## config.mk

```make
export PLATFORM = sky130hd
export DESIGN_NAME = mash_step_sequencer
export DESIGN_NICKNAME = d
export VERILOG_FILES = /design/src/design/mss_pkg.sv /design/src/design/mss_hold_timer.sv /design/src/design/mss_step_ctrl.sv /design/src/design/mash_step_sequencer.sv
export SDC_FILE = /design/constraint.sdc
export NUM_CORES = 1
export LEC_CHECK = 0
export BUFFER_PORTS_ARGS = -buffer_cell sky130_fd_sc_hd__buf_2
export CORE_MARGIN = 2
export CORE_UTILIZATION = 45
export DETAILED_ROUTE_END_ITERATION = 16
export HOLD_SLACK_MARGIN = 0.05
export SETUP_SLACK_MARGIN = 0.02
export SLEW_MARGIN = 0
export SYNTH_ARGS = -nofsm -noshare
export SYNTH_HDL_FRONTEND = slang
export SYNTH_SLANG_ARGS = --single-unit
```

## constraint.sdc

```tcl
create_clock -name i_clk -period 7.4 [get_ports i_clk]
set_input_delay 0.37 -clock i_clk [delete_from_list [all_inputs] [get_ports i_clk]]
set_output_delay 0.37 -clock i_clk [all_outputs]
set_load 0.01 [all_outputs]
```

## src/design/mss_pkg.sv

```systemverilog
// mss_pkg: shared types, constants and step-field helpers of the mash step sequencer
// no dependencies; imported by every module of the block

package mss_pkg;

    // profile layout
    localparam int MAX_STEPS       = 6;
    localparam int MIN_W           = 6;
    localparam int TGT_W           = 7;
    localparam int STEP_W          = 3;
    localparam int MIN_REG_W       = MAX_STEPS * MIN_W;
    localparam int TGT_REG_W       = MAX_STEPS * TGT_W;
    localparam int CFG_DATA_W      = TGT_REG_W;
    localparam int CFG_INDEX_W     = 1;
    localparam int STEP_VALUES_DEF = 12;

    // limits applied to programmed fields
    localparam logic [MIN_W-1:0] MINUTES_CAP = MIN_W'(60);
    localparam logic [TGT_W-1:0] TARGET_CAP  = TGT_W'(100);

    // hold time digits
    localparam int SEC_W = 6;
    localparam logic [SEC_W-1:0] SEC_LAST = SEC_W'(59);
    localparam logic [MIN_W-1:0] MIN_LAST = MIN_W'(59);

    // configuration register indexes
    localparam logic [CFG_INDEX_W-1:0] CFG_STEP_MINUTES = 1'b0;
    localparam logic [CFG_INDEX_W-1:0] CFG_STEP_TARGETS = 1'b1;

    // input action codes
    localparam logic ACT_BUTTON = 1'b0;
    localparam logic ACT_TICK   = 1'b1;

    typedef struct packed {
        logic              action;
        logic signed [7:0] temperature;
    } t_in_item;

    typedef struct packed {
        logic [TGT_W-1:0]  setpoint;
        logic [STEP_W-1:0] step_index;
        logic              running;
        logic              hold_hours;
        logic [MIN_W-1:0]  hold_minutes;
        logic [SEC_W-1:0]  hold_seconds;
        logic              profile_done;
    } t_out_item;

    // remaining hold time kept as hours/minutes/seconds digits
    typedef struct packed {
        logic             hours;
        logic [MIN_W-1:0] minutes;
        logic [SEC_W-1:0] seconds;
    } t_hold_time;

    // command from the step control to the hold timer
    typedef struct packed {
        logic             en;
        logic             clear;
        logic             arm;
        logic             dec;
        logic [MIN_W-1:0] minutes;
    } t_timer_cmd;

    // hold minutes of one step, capped; steps past the register read as zero
    function automatic logic [MIN_W-1:0] step_minutes(
        input logic [MIN_REG_W-1:0] packed_reg,
        input logic [STEP_W-1:0]    idx
    );
        logic [MIN_W-1:0] v;
        v = '0;
        for (int i = 0; i < MAX_STEPS; i++) begin
            if (idx == STEP_W'(i)) begin
                v = packed_reg[i*MIN_W +: MIN_W];
            end
        end
        return (v > MINUTES_CAP) ? MINUTES_CAP : v;
    endfunction

    // target temperature of one step, capped; steps past the register read as zero
    function automatic logic [TGT_W-1:0] step_target(
        input logic [TGT_REG_W-1:0] packed_reg,
        input logic [STEP_W-1:0]    idx
    );
        logic [TGT_W-1:0] v;
        v = '0;
        for (int i = 0; i < MAX_STEPS; i++) begin
            if (idx == STEP_W'(i)) begin
                v = packed_reg[i*TGT_W +: TGT_W];
            end
        end
        return (v > TARGET_CAP) ? TARGET_CAP : v;
    endfunction

endpackage

```

## src/design/mss_hold_timer.sv

```systemverilog
// mss_hold_timer: hold countdown kept as hours/minutes/seconds digits
// depends on mss_pkg (t_timer_cmd, t_hold_time, digit constants)

module mss_hold_timer
    import mss_pkg::*;
(
    input  logic       i_clk,
    input  logic       i_rst_n,
    input  t_timer_cmd i_cmd,
    output t_hold_time o_next,
    output logic       o_next_zero
);

    t_hold_time r_time;
    t_hold_time n_time;
    t_hold_time w_base;

    // load value, then one-second decrement, then clear
    always_comb begin
        w_base = r_time;
        if (i_cmd.arm) begin
            if (i_cmd.minutes == MINUTES_CAP) begin
                w_base.hours   = 1'b1;
                w_base.minutes = '0;
            end else begin
                w_base.hours   = 1'b0;
                w_base.minutes = i_cmd.minutes;
            end
            w_base.seconds = SEC_W'(1);
        end

        n_time = w_base;
        if (i_cmd.dec) begin
            if (w_base.seconds != '0) begin
                n_time.seconds = w_base.seconds - SEC_W'(1);
            end else if (w_base.minutes != '0) begin
                n_time.minutes = w_base.minutes - MIN_W'(1);
                n_time.seconds = SEC_LAST;
            end else if (w_base.hours) begin
                n_time.hours   = 1'b0;
                n_time.minutes = MIN_LAST;
                n_time.seconds = SEC_LAST;
            end
        end

        if (i_cmd.clear) begin
            n_time = '0;
        end
    end

    assign o_next      = n_time;
    assign o_next_zero = (n_time == '0);

    // countdown register, moves only when a transaction is processed
    always_ff @(posedge i_clk) begin
        if (!i_rst_n) begin
            r_time <= '0;
        end else if (i_cmd.en) begin
            r_time <= n_time;
        end
    end

endmodule

```

## src/design/mss_step_ctrl.sv

```systemverilog
// mss_step_ctrl: start latch, step sequencing, heater setpoint and result assembly
// depends on mss_pkg; drives the hold timer (mss_hold_timer) through t_timer_cmd

module mss_step_ctrl
    import mss_pkg::*;
#(
    parameter int STEP_VALUES = STEP_VALUES_DEF
) (
    input  logic                 i_clk,
    input  logic                 i_rst_n,
    input  logic                 i_en,
    input  t_in_item             i_item,
    input  logic [MIN_REG_W-1:0] i_minutes_packed,
    input  logic [TGT_REG_W-1:0] i_targets_packed,
    output t_timer_cmd           o_timer_cmd,
    input  t_hold_time           i_hold_next,
    input  logic                 i_next_zero,
    output t_out_item            o_result
);

    localparam int NUM_STEPS = STEP_VALUES / 2;

    logic              r_start_latch;
    logic              r_run;
    logic [STEP_W-1:0] r_step;
    logic              r_counting;

    logic              n_start_latch;
    logic              n_run;
    logic [STEP_W-1:0] n_step;
    logic              n_counting;

    logic                  w_any_prog;
    logic [TGT_W-1:0]      w_target;
    logic signed [TGT_W+1:0] w_temp_x;
    logic signed [TGT_W+1:0] w_tgt_x;
    logic                  w_below;
    logic                  w_reached;
    logic                  w_last_step;
    logic [TGT_W-1:0]      w_setpoint;
    logic                  w_done;

    // any minutes or target programmed among the steps in use
    always_comb begin
        w_any_prog = 1'b0;
        for (int i = 0; i < NUM_STEPS; i++) begin
            if (step_minutes(i_minutes_packed, STEP_W'(i)) != '0 ||
                step_target(i_targets_packed, STEP_W'(i)) != '0) begin
                w_any_prog = 1'b1;
            end
        end
    end

    // temperature against the current target
    assign w_target    = step_target(i_targets_packed, r_step);
    assign w_temp_x    = (TGT_W+2)'(i_item.temperature);
    assign w_tgt_x     = $signed({2'b00, w_target}) ;
    assign w_below     = (w_temp_x < w_tgt_x);
    assign w_reached   = (w_temp_x >= w_tgt_x - (TGT_W+2)'(1));
    assign w_last_step = ((4'(r_step) + 4'd1) >= 4'(NUM_STEPS));

    // hold timer command; a press clears, a tick at target arms and counts down
    always_comb begin
        o_timer_cmd         = '0;
        o_timer_cmd.en      = i_en;
        o_timer_cmd.minutes = step_minutes(i_minutes_packed, r_step);
        if (i_item.action == ACT_BUTTON) begin
            o_timer_cmd.clear = 1'b1;
        end else if (r_run && w_reached) begin
            o_timer_cmd.arm = !r_counting;
            o_timer_cmd.dec = 1'b1;
        end
    end

    // next state and result fields
    always_comb begin
        n_start_latch = r_start_latch;
        n_run         = r_run;
        n_step        = r_step;
        n_counting    = r_counting;
        w_setpoint    = '0;
        w_done        = 1'b0;

        if (i_item.action == ACT_BUTTON) begin
            // press toggles the latch; start only with something programmed
            n_step     = '0;
            n_counting = 1'b0;
            if (!r_start_latch && w_any_prog) begin
                n_start_latch = 1'b1;
                n_run         = 1'b1;
            end else begin
                n_start_latch = 1'b0;
                n_run         = 1'b0;
            end
        end else if (r_run) begin
            if (w_below) begin
                w_setpoint = w_target;
            end
            if (w_reached) begin
                n_counting = 1'b1;
                if (i_next_zero) begin
                    n_counting = 1'b0;
                    if (!w_last_step) begin
                        n_step = r_step + STEP_W'(1);
                    end else begin
                        // last hold over: stop and drop the latch, countdown already zero
                        n_start_latch = 1'b0;
                        n_run         = 1'b0;
                        n_step        = '0;
                        w_done        = 1'b1;
                    end
                end
            end
        end

        o_result.setpoint     = w_setpoint;
        o_result.step_index   = n_step;
        o_result.running      = n_run;
        o_result.hold_hours   = i_hold_next.hours;
        o_result.hold_minutes = i_hold_next.minutes;
        o_result.hold_seconds = i_hold_next.seconds;
        o_result.profile_done = w_done;
    end

    // sequencer state
    always_ff @(posedge i_clk) begin
        if (!i_rst_n) begin
            r_start_latch <= 1'b0;
            r_run         <= 1'b0;
            r_step        <= '0;
            r_counting    <= 1'b0;
        end else if (i_en) begin
            r_start_latch <= n_start_latch;
            r_run         <= n_run;
            r_step        <= n_step;
            r_counting    <= n_counting;
        end
    end

endmodule

```

## src/design/mash_step_sequencer.sv

```systemverilog
// mash_step_sequencer: top level of the ramp/soak profile controller
// depends on mss_pkg, mss_step_ctrl and mss_hold_timer
//
// channel  | direction | handshake                  | payload
// input    | in        | i_in_valid / o_in_stall    | i_in_item  (t_in_item)
// result   | out       | o_out_valid / i_out_stall  | o_out_item (t_out_item)
// config   | in        | i_cfg_we, i_cfg_index      | i_cfg_data
//
// one transaction per cycle while the result is not stalled; a result passes through the input
// register, then the step logic into the result register
// reset is synchronous and active low: stopped at step 0, timer cleared, valid flags and configuration zero
// a stalled result holds the result register; the input register still drains into it
// as soon as the result is taken, so input stall follows output stall by one stage

module mash_step_sequencer
    import mss_pkg::*;
#(
    parameter int STEP_VALUES = STEP_VALUES_DEF
) (
    input  logic                   i_clk,
    input  logic                   i_rst_n,
    input  logic                   i_in_valid,
    output logic                   o_in_stall,
    input  t_in_item               i_in_item,
    output logic                   o_out_valid,
    input  logic                   i_out_stall,
    output t_out_item              o_out_item,
    input  logic                   i_cfg_we,
    input  logic [CFG_INDEX_W-1:0] i_cfg_index,
    input  logic [CFG_DATA_W-1:0]  i_cfg_data
);

    logic [MIN_REG_W-1:0] r_minutes_packed;
    logic [TGT_REG_W-1:0] r_targets_packed;

    logic      r_in_valid;
    t_in_item  r_in_item;
    logic      r_out_valid;
    t_out_item r_out_item;

    logic       w_advance;
    logic       w_in_accept;
    t_out_item  w_result;
    t_timer_cmd w_timer_cmd;
    t_hold_time w_hold_next;
    logic       w_next_zero;

    // handshake between the two register stages
    assign w_advance   = r_in_valid && (!r_out_valid || !i_out_stall);
    assign o_in_stall  = r_in_valid && !w_advance;
    assign w_in_accept = i_in_valid && !o_in_stall;

    // configuration registers
    always_ff @(posedge i_clk) begin
        if (!i_rst_n) begin
            r_minutes_packed <= '0;
            r_targets_packed <= '0;
        end else if (i_cfg_we) begin
            unique case (i_cfg_index)
                CFG_STEP_MINUTES: r_minutes_packed <= i_cfg_data[MIN_REG_W-1:0];
                CFG_STEP_TARGETS: r_targets_packed <= i_cfg_data[TGT_REG_W-1:0];
                default:          r_minutes_packed <= r_minutes_packed;
            endcase
        end
    end

    // input register
    always_ff @(posedge i_clk) begin
        if (!i_rst_n) begin
            r_in_valid <= 1'b0;
        end else if (w_in_accept) begin
            r_in_valid <= 1'b1;
        end else if (w_advance) begin
            r_in_valid <= 1'b0;
        end
    end

    always_ff @(posedge i_clk) begin
        if (w_in_accept) begin
            r_in_item <= i_in_item;
        end
    end

    mss_step_ctrl #(
        .STEP_VALUES (STEP_VALUES)
    ) u_step_ctrl (
        .i_clk            (i_clk),
        .i_rst_n          (i_rst_n),
        .i_en             (w_advance),
        .i_item           (r_in_item),
        .i_minutes_packed (r_minutes_packed),
        .i_targets_packed (r_targets_packed),
        .o_timer_cmd      (w_timer_cmd),
        .i_hold_next      (w_hold_next),
        .i_next_zero      (w_next_zero),
        .o_result         (w_result)
    );

    mss_hold_timer u_hold_timer (
        .i_clk       (i_clk),
        .i_rst_n     (i_rst_n),
        .i_cmd       (w_timer_cmd),
        .o_next      (w_hold_next),
        .o_next_zero (w_next_zero)
    );

    // result register
    always_ff @(posedge i_clk) begin
        if (!i_rst_n) begin
            r_out_valid <= 1'b0;
        end else if (w_advance) begin
            r_out_valid <= 1'b1;
        end else if (!i_out_stall) begin
            r_out_valid <= 1'b0;
        end
    end

    always_ff @(posedge i_clk) begin
        if (w_advance) begin
            r_out_item <= w_result;
        end
    end

    assign o_out_valid = r_out_valid;
    assign o_out_item  = r_out_item;

endmodule
```

==> run metrics, run 1 <==
result of the run complete, no violations; reg-to-reg setup timing slack 0.75 ns; DIE WIDTH 130 µm; multi-input logic area 3770 µm²; max_slew headroom 0.417; Iter 0 DRT Violations 555; post-synth cell types 80; Worst Path Class, Setup flop to flop; most frequent cells after synthesis nand2_1 (234), a21oi_1 (121), dfxtp_1 (99); Clock Tree Root clkbuf_16; DR pass1 iterations 5; Setup Skew 0.00761 ns; Tcrit/Tclk final 0.899; Mapped Area 7090 µm²; Detail Route Antenna Nets 0; Pwr Density 232 nW/µm²; Total Neg Setup Slack 0 ns; Slew Viols, Final 0; Post-synth EDFFs 34; RSZ-0062 raised after global routing false; Post-Syn Instances 886; post-synthesis sequential area ratio 0.424; Worst-path clk slew 0.06 ns; top cell type's share of synthesized area 0.280; max_cap viols 0; critical path endpoint category flop; Die ar. 16,800 µm²; syn nets 965; crit start category flop; TritonCTS Buffers 17; Synth area leaders dfxtp_1 (28%), edfxtp_1 (14%), nand2_1 (12%); wire per inst 17.2 µm; fmax 150 MHz; Pwr Total 1920 µW; flop and latch count out of synthesis 133; fillers 1,486; # nets final 1,027; first-pass GRT wire length 31.8 mm; Final Hold Slack 0.115 ns; fraction of layout cells with a size suffix above 1 0.174; Async S/R FF share, synth 0; Worst path most repeated cell ha_1; Final setup viols 0; Vert. Die Dim 130 µm; total grt overflow 0; Leakage 0.00318 µW; CP max stage cell or3_4; drt total wl 20.2 mm; number of global-route vias before repair 6,062; most common cell in the synthesized netlist nand2_1; starting density of the core 0.463; buffers added on ports 83; Area growth syn-to-layout 16.7%; Util after Layout 0.540; # diodes 0; sw frac 0.262; Avg Cell Area, Syn 8.00 µm²; Residual DRC 0; largest net degree at the start of global routing 84; Synth area leader dfxtp_1; Primary FF master, synth dfxtp_1; dpl hpwl 14.9 mm; Psw 503 µW; CTS sink count 133; Crit Path Max Fanout 10; min cycle time layout 6.65 ns; Rows 45; CTS H-Tree Depth 4; measured slew at the worst slew-check pin 0.873 ns; all-layer global routing usage 0.247; Hold Crit Class input pin to flop; maximum VDD drop 0.000169 V; critical path's largest stage delay 0.46 ns; clock latency on the worst-skew pair 0.43 ns; Fin. Hold Viols 0; register area 3000 µm²; I/O Pins 84; Internal 1420 µW; clock network power share 0.452; post-route setup slack 0.751 ns; combinational share of power 0.125; CTS Buffer Depth 2; core area 15,300 µm²; Yosys Warn Count 0; vias per inst 5.60; CTS tree built; routability cong. 0.953; critical path required time 7.57 ns; initial antenna violation count 0; Flop pwr share 0.423; Vias 6,560; cts hold-fix bufs 0; worst slack, placed 0.456 ns; crit path DAT 6.82 ns
-- worst max-delay path: cells and delay by family (launching register included) --
kind / cells / cell delay [ns]
adder cells (fa/ha/maj): 4 / 0.96
buffers and inverters: 3 / 0.25
AO/OA/AOI/OAI: 8 / 1.47
AND/OR/NAND/NOR: 15 / 3.19
flip-flops: 1 / 0.43
XOR/XNOR: 1 / 0.10
-- worst paths after layout --
check / start / to / cells past startpoint
worst max-delay path: u_step_ctrl.r_step[1] / o_out_item[15] / 31
worst min-delay path: i_in_item[5] / r_in_item[5] / 1
worst max register to register: u_step_ctrl.r_step[1] / o_out_item[15] / 31
worst min register to register: r_in_valid / o_out_valid / 2
-- power by group through the flow --
stage,Clock [µW],Sequential [µW],Combinational [µW]
after floorplan,0,815,167
after global placement,0,826,237
after detailed placement,0,826,238
after CTS,880,811,238
after global routing,916,814,271
final,869,812,240
-- cells by family (layout without fill, tap and decap cells) --
kind of cell	Yosys count	after routing	synth area share
compound gates	222	222	0.202
xor+xnor	4	4	0.00494
fa+ha+maj	22	22	0.0388
buf+inv	78	153	0.0473
flops	133	133	0.424
mux	4	4	0.00618
simple gates	423	423	0.277
-- cell usage in the layout (no fill, tap or decap), drive strengths merged, types with 6 or more instances in the layout --
master / count
a211oi: 8
a21oi: 123
a22oi: 10
a31oi: 6
and2: 6
and3: 11
buf: 98
clkbuf: 20
clkinv: 6
dfxtp: 99
edfxtp: 34
ha: 22
inv: 26
nand2: 234
nand3: 17
nand3b: 9
nand4: 9
nor2: 59
nor2b: 9
nor3: 19
nor4: 24
o21ai: 29
-- sequential cells by signal (all words and copies together) (netlist names) --
name	flops
u_step_ctrl.r_run	1
r_in_item	9
o_out_valid	1
o_out_item	25
u_step_ctrl.r_start_latch	1
u_hold_timer.r_time	13
r_in_valid	1
r_targets_packed	42
r_minutes_packed	36
u_step_ctrl.r_step	3
u_step_ctrl.r_counting	1
-- layout make-up --
class,count,share of cell area
Clock inverter,12,0.0181
Clock buffer,20,0.0552
Inverter,23,0.0104
Multi-Input combinational cell,675,0.456
Timing Repair Buffer,98,0.0653
Sequential cell,133,0.363
Tap cell,211,0.0319
-- metrics by stage --
stage          area, µm²  std cells
2_1_floorplan       7090        886
3_3_place_gp        7650       1140
3_5_place_dp        7650       1140
4_1_cts             8260       1172
5_1_grt             8270       1172
6_report            8270       1172
-- metal layers --
layer  share of wire  vias to the layer above  global-route usage  wire, µm
met5               0                        -                   0         0
met4           0.025                        0              0.0822       512
met3           0.057                       40              0.0574      1150
met2            0.48                      214               0.409      9660
met1            0.44                     3048               0.320      8900
li1                -                     3258                   -         -
-- timing repair --
item                       in CTS  in global routing
buffers inserted                0                  0
gates resized for setup         0                  8
setup endpoints to repair       0                 11
(Power assumes the default switching activity.)
==> run 2: changes to the inputs <==
--- a/config.mk
+++ b/config.mk
@@ -5,6 +5,7 @@
 export SDC_FILE = /design/constraint.sdc
 export NUM_CORES = 1
 export LEC_CHECK = 0
+export ABC_AREA = 1
 export BUFFER_PORTS_ARGS = -buffer_cell sky130_fd_sc_hd__buf_2
 export CORE_MARGIN = 2
 export CORE_UTILIZATION = 45
==> run 2 against run 1 <==
Effect of this change: global-route usage fell by 0.89 points; sequential power rose by 2.7%; flip-flop and latch count did not move; synthesized area rose by 1.3%; design area rose by 0.70%; clock power fell by 11%; non-clock buffer count fell by 5; critical path type unchanged; largest cell class unchanged; count of clock-buffer cells in the layout rose by 4.
==> run metrics, run 2 <==
crit start category flop; number of global-route vias before repair 6,019 (-0.71%); most common cell in the synthesized netlist nor2_1; CTS Buffer Depth 2 (unchanged); post-synthesis sequential area ratio 0.418 (-0.00553); Fin. Hold Viols 0 (unchanged); max_slew headroom 0.448 (+0.0317); Residual DRC 0 (unchanged); register area 3000 µm² (about the same); Largest Register r_targets_packed; Async S/R FF share, synth 0 (unchanged); cts hold-fix bufs 0 (unchanged); Util after Layout 0.528 (-0.0120); Worst Path Class, Setup flop to flop; Setup Skew 0.00899 ns (+0.00138 ns); CP max stage cell dfxtp_1; measured slew at the worst slew-check pin 0.828 ns (-0.0456 ns); buffers added on ports 83 (unchanged); worst slack, placed 0.594 ns (+0.138 ns); result of the run complete, no violations; critical path endpoint category flop; wire per inst 15.4 µm (-11%); syn nets 1,036 (+7.4%); starting density of the core 0.455 (-0.00742); Tcrit/Tclk final 0.904 (+0.00522); Crit Path Max Fanout 13 (+3); critical path's largest stage delay 0.35 ns (-0.11 ns); DR pass1 iterations 6 (+1); Post-Synth Simple-Gate Area 0.302 (+0.0248); Iter 0 DRT Violations 427 (-23%); Synth area leaders dfxtp_1 (28%), edfxtp_1 (14%), nor2_1 (8.7%); critical path required time 7.71 ns (+0.14 ns); Primary FF master, synth dfxtp_1; main combinational cell family by area after synthesis simple AND/OR/NAND/NOR gates; Yosys Warn Count 0 (unchanged); Total Neg Setup Slack 0 ns (unchanged); Avg Cell Area, Syn 7.51 µm² (-6.2%); fmax 150 MHz (-0.58%); CTS sink count 133 (unchanged); post-route setup slack 0.712 ns (-0.0386 ns); Vert. Die Dim 130 µm (+0.64%); mux cell area share after synthesis 0 (-0.00618); CP bufs+invs 9 (+6); maximum VDD drop 0.000149 V (-12%); fraction of layout cells with a size suffix above 1 0.185 (+0.0114); CTS tree built; clock latency on the worst-skew pair 0.42 ns (about the same); Leakage 0.00386 µW (+21%); Slew Viols, Final 0 (unchanged); Vias 6,520 (-0.61%); Post-Syn Instances 957 (+8.0%); initial antenna violation count 1 (+1); DP Area 7730 µm² (+0.98%); reg-to-reg setup timing slack 0.71 ns (-0.04 ns); crit path DAT 7.00 ns (+0.18 ns); Final setup viols 0 (unchanged); Worst-path clk slew 0.06 ns (about the same); final instance area 8330 µm² (+0.70%); Post-synth EDFFs 34 (unchanged); flop and latch count out of synthesis 133 (unchanged); TritonCTS Buffers 17 (unchanged); multi-input logic area 3570 µm² (-5.3%); top cell type's share of synthesized area 0.276 (-0.00365); largest net degree at the start of global routing 96 (+14%); vias per inst 5.18 (-7.5%); commonest non-fill, non-tap cell in the layout nor2_1; Detail Route Antenna Nets 0 (unchanged); core area 15,800 µm² (+3.0%); most frequent cells after synthesis nor2_1 (166), nand2_1 (147), o21ai_0 (110); total grt overflow 0 (unchanged); Die ar. 17,000 µm² (+1.3%); first-pass GRT wire length 31.2 mm (-2.0%); dpl hpwl 14.3 mm (-3.6%); Final Hold Slack 0.124 ns (+0.00896 ns); Largest register FFs 42 (unchanged); adder-cell area share of the yosys netlist 0.0383 (-0.000507); Worst path most repeated cell nand2_1; fillers 1,633 (+9.9%); Mapped Area 7180 µm² (+1.3%); min cycle time layout 6.69 ns (+0.0386 ns); post-synth cell types 47 (-41%); CTS H-Tree Depth 4 (unchanged); Top Family by Delay on Critical Path simple AND/OR/NAND/NOR gates; Rows 46 (+2.2%); DIE WIDTH 130 µm (+0.64%); Post-Synth XOR/XNOR Area 0.00610 (+0.00115); Clock Tree Root clkbuf_16; Synth area leader dfxtp_1; most frequent cells in the layout nor2_1 (165), nand2_1 (147), o21ai_0 (109), inv_1 (99), dfxtp_1 (98); RSZ-0062 raised after global routing false; all-layer global routing usage 0.238 (-0.00892); drt total wl 19.3 mm (-4.4%); max_cap viols 0 (unchanged); Hold Crit Class input pin to flop; I/O Pins 84 (unchanged); # nets final 1,108 (+7.9%); routability cong. 0.915 (-3.9%); Pwr Density 248 nW/µm² (+7.0%); Area growth syn-to-layout 16.0%; Compound-Gate Fraction of Synth Area 0.148 (-0.0542)
-- run 2: changes by cell type after synthesis, sizes merged, moves of 15 or more --
cell | previous run | this run
inv | 22 | 107
o21ai | 29 | 120
a21oi | 123 | 53
nor3 | 19 | 4
nor2 | 59 | 186
nand3 | 17 | 59
nand2 | 234 | 163
-- run 2: cell families after synthesis --
logic type | after synthesis
buf+inv | 150
xor+xnor | 5
flops | 133
fa+ha+maj | 22
simple gates | 450
compound gates | 197
-- run 2: layout make-up --
| cell class | count | area share |
|---|---|---|
| flip-flops and latches | 133 | 0.361 |
| inverters | 110 | 0.0518 |
| diodes | 1 | 0.000300 |
| multi-input cells | 674 | 0.429 |
| well taps | 216 | 0.0324 |
| clock buffers | 24 | 0.0604 |
| repair buffers | 93 | 0.0604 |
| clock inverters | 8 | 0.00541 |
-- run 2: power by group --
group	switching [µW]	leakage [µW]	internal, µW	total, µW
clock	305	0.000276	472	777
sequential	38.5	0.00115	795	834
combinational	292	0.00243	166	458
total	636	0.00386	1430	2070
-- run 2: final timing paths --
kind,startpoint,to,depth (start not counted)
hold / removal,i_in_item[5],r_in_item[5],1
setup / recovery,u_step_ctrl.r_step[1],u_step_ctrl.r_run,49
setup reg to reg,u_step_ctrl.r_step[1],u_step_ctrl.r_run,49
hold reg to reg,r_minutes_packed[3],r_minutes_packed[3],2
-- run 2: repair_timing --
action	4_1_cts	5_1_grt
endpoints found under the setup margin	0	11
buffers inserted	0	3
gates resized for setup	0	7
hold endpoints to repair	0	0
-- run 2: through the flow --
| step | cells | total power [µW] |
|---|---|---|
| final | 1259 | 2070 |
| after global routing | 1259 | 2190 |
| after CTS | 1255 | 2080 |
| after detailed placement | 1223 | 1290 |
| after global placement | 1223 | 1290 |
| after floorplan | 957 | 1180 |
-- run 2: routing by layer --
metal  track usage  up-vias  part of all wire
met2         0.374      205              0.46
met1         0.317     2971              0.46
met5             0        -                 0
li1              -     3310                 -
met4        0.0995        0             0.023
met3        0.0554       34             0.061
==> run 3: changes to the inputs <==
--- a/config.mk
+++ b/config.mk
@@ -9,6 +9,7 @@
 export BUFFER_PORTS_ARGS = -buffer_cell sky130_fd_sc_hd__buf_2
 export CORE_MARGIN = 2
 export CORE_UTILIZATION = 45
+export CTS_BUF_LIST = sky130_fd_sc_hd__clkbuf_16
 export DETAILED_ROUTE_END_ITERATION = 16
 export HOLD_SLACK_MARGIN = 0.05
 export SETUP_SLACK_MARGIN = 0.02
==> constraint.sdc (replaced) <==
create_clock -name i_clk -period 7.4 [get_ports i_clk]
set_input_delay 1.11 -clock i_clk [delete_from_list [all_inputs] [get_ports i_clk]]
set_output_delay 1.11 -clock i_clk [all_outputs]
set_load 0.01 [all_outputs]
==> run 3 against run 2 <==
Effect of this change: combinational power is essentially flat; sequential share of layout area is 0.15 points higher; clock skew rose by 0.0019 ns; register-to-register slack got worse by 0.04 ns; critical path depth down 3; global-route usage barely moved; highest routed layer unchanged; worst setup slack got worse by 0.041 ns; core utilization shrank 0.22 points.
==> run metrics, run 3 (synthesized netlist as in run 2, its figures left out) <==
min cycle time layout 6.73 ns (+0.0411 ns); min-delay src r_minutes_packed[3]; clock latency on the worst-skew pair 0.42 ns (about the same); Hold Crit Depth 2 (+1); most frequent cells in the layout nor2_1 (165), nand2_1 (147), o21ai_0 (109), inv_1 (102), dfxtp_1 (98); Detail Route Antenna Nets 0 (unchanged); commonest non-fill, non-tap cell in the layout nor2_1; reg-to-reg setup timing slack 0.67 ns (-0.04 ns); CTS Buffer Depth 2 (unchanged); fillers 1,637 (+0.24%); Rows 46 (unchanged); RSZ-0062 raised after global routing false; worst r2r dst u_step_ctrl.r_run; Worst path most repeated cell nand2_1; Worst-path clk slew 0.06 ns (about the same); initial antenna violation count 1 (unchanged); crit start category flop; DR pass1 iterations 5 (-1); Hold EP r_minutes_packed[3]; measured slew at the worst slew-check pin 0.847 ns (+0.0197 ns); Clock Tree Root clkbuf_16; critical path endpoint category flop; wire per inst 15.3 µm (-0.26%); Die ar. 17,000 µm² (unchanged); fraction of layout cells with a size suffix above 1 0.185 (about the same); Largest register FFs 42 (unchanged); total grt overflow 0 (unchanged); Vert. Die Dim 130 µm (unchanged); Fin. Hold Viols 0 (unchanged); crit path DAT 7.04 ns (+0.04 ns); core area 15,800 µm² (unchanged); dpl hpwl 14.3 mm (unchanged); critical path's largest stage delay 0.42 ns (+0.07 ns); largest net degree at the start of global routing 96 (unchanged); fmax 149 MHz (-0.61%); drt total wl 19.3 mm (-0.18%); vias per inst 5.21 (+0.52%); CTS H-Tree Depth 4 (unchanged); first-pass GRT wire length 31.2 mm (-0.11%); Pwr Total 2030 µW (-1.8%); Iter 0 DRT Violations 415 (-2.8%); Final Hold Slack 0.480 ns (+0.356 ns); CTS sink count 133 (unchanged); Top Family by Delay on Critical Path simple AND/OR/NAND/NOR gates; Crit Path Max Fanout 13 (unchanged); Final setup viols 0 (unchanged); DIE WIDTH 130 µm (unchanged); R2R cell count 46 (-6.1%); cts hold-fix bufs 0 (unchanged); critical path required time 7.71 ns (about the same); starting density of the core 0.455 (unchanged); post-route setup slack 0.671 ns (-0.0411 ns); CP max stage cell o311ai_0; result of the run complete, no violations; Tcrit/Tclk final 0.909 (+0.00556); CP bufs+invs 8 (-1); RR Startpoint u_step_ctrl.r_step[1]; Residual DRC 0 (unchanged); Total Neg Setup Slack 0 ns (unchanged); Vias 6,559 (+0.60%); worst slack, placed 0.594 ns (unchanged); I/O Pins 84 (unchanged); buffers added on ports 83 (unchanged); Leakage 0.00386 µW (about the same); TritonCTS Buffers 17 (unchanged); Slew Viols, Final 0 (unchanged); Hold Crit Class flop to flop; all-layer global routing usage 0.238 (about the same); routability cong. 0.915 (unchanged); max_slew headroom 0.435 (-0.0131); maximum VDD drop 0.000149 V (+0.29%); Setup Skew 0.0108 ns (+0.00185 ns); max_cap viols 0 (unchanged); number of global-route vias before repair 6,006 (-0.22%); Pwr Density 245 nW/µm² (-1.4%); Worst Path Class, Setup flop to flop; CTS tree built; Largest Register r_targets_packed; Area growth syn-to-layout 15.5%; # nets final 1,109 (+0.090%)
==> run 3: changes by cell type in the layout (fill, tap and decap cells not counted), moves of 2 or more <==
cell	change
inv_1	+3
buf_4	+2
inv_2	+2
clkbuf_1	-3
clkbuf_8	-3
==> run 3: layout make-up <==
| cell class | instances | area (µm²) | area share |
|---|---|---|---|
| multi-input combinational | 674 | 3570 | 0.430 |
| sequential | 133 | 3000 | 0.362 |
| timing repair buffer | 94 | 498 | 0.0600 |
| clock buffer | 18 | 450 | 0.0543 |
| inverter | 110 | 432 | 0.0520 |
| tap | 216 | 270 | 0.0326 |
| clock inverter | 14 | 67.6 | 0.00814 |
| antenna | 1 | 2.50 | 0.000302 |
==> run 3: metal layers <==
layer | wire length (µm) | GRT usage
met5 | 0 | 0
met4 | 467 | 0.0932
met3 | 1140 | 0.0570
met2 | 8870 | 0.376
met1 | 8820 | 0.316
==> run 3: worst min-delay path: stages (launching register included) <==
cell     delay, ns
dfxtp_1       0.31
inv_1         0.07
a21oi_1       0.05
==> run 3: power by group <==
part	switching [µW]	internal [µW]
clock	305	437
combinational	291	164
sequential	38.7	795
==> run 3: worst max-delay path by stage <==
stage | slack [ns] | to | start | depth (start not counted)
finish | 0.67 | u_step_ctrl.r_run | u_step_ctrl.r_step[1] | 46
global route | 0.05 | u_step_ctrl.r_run | u_step_ctrl.r_step[1] | 44
CTS | 0.52 | u_step_ctrl.r_run | u_step_ctrl.r_step[2] | 43
detailed placement | 0.59 | u_step_ctrl.r_run | u_step_ctrl.r_step[2] | 43
global placement | 0.74 | u_step_ctrl.r_run | u_step_ctrl.r_step[2] | 43
floorplan | 1.70 | o_out_item[17] | u_step_ctrl.r_step[2] | 43
==> run 3: stage by stage <==
| step | cell area (µm²) | util | std cells |
|---|---|---|---|
| after floorplan | 7180 | - | 957 |
| after global placement | 7730 | 0.490 | 1223 |
| after detailed placement | 7730 | 0.490 | 1223 |
| after CTS | 8250 | 0.523 | 1255 |
| after global routing | 8300 | 0.526 | 1260 |
| final | 8300 | 0.526 | 1260 |
==> run 3: timing repair <==
action,4_1_cts,5_1_grt
endpoints found under the setup margin,0,11
gates resized for setup,0,6
buffers inserted,0,4
endpoints found under the hold margin,0,0
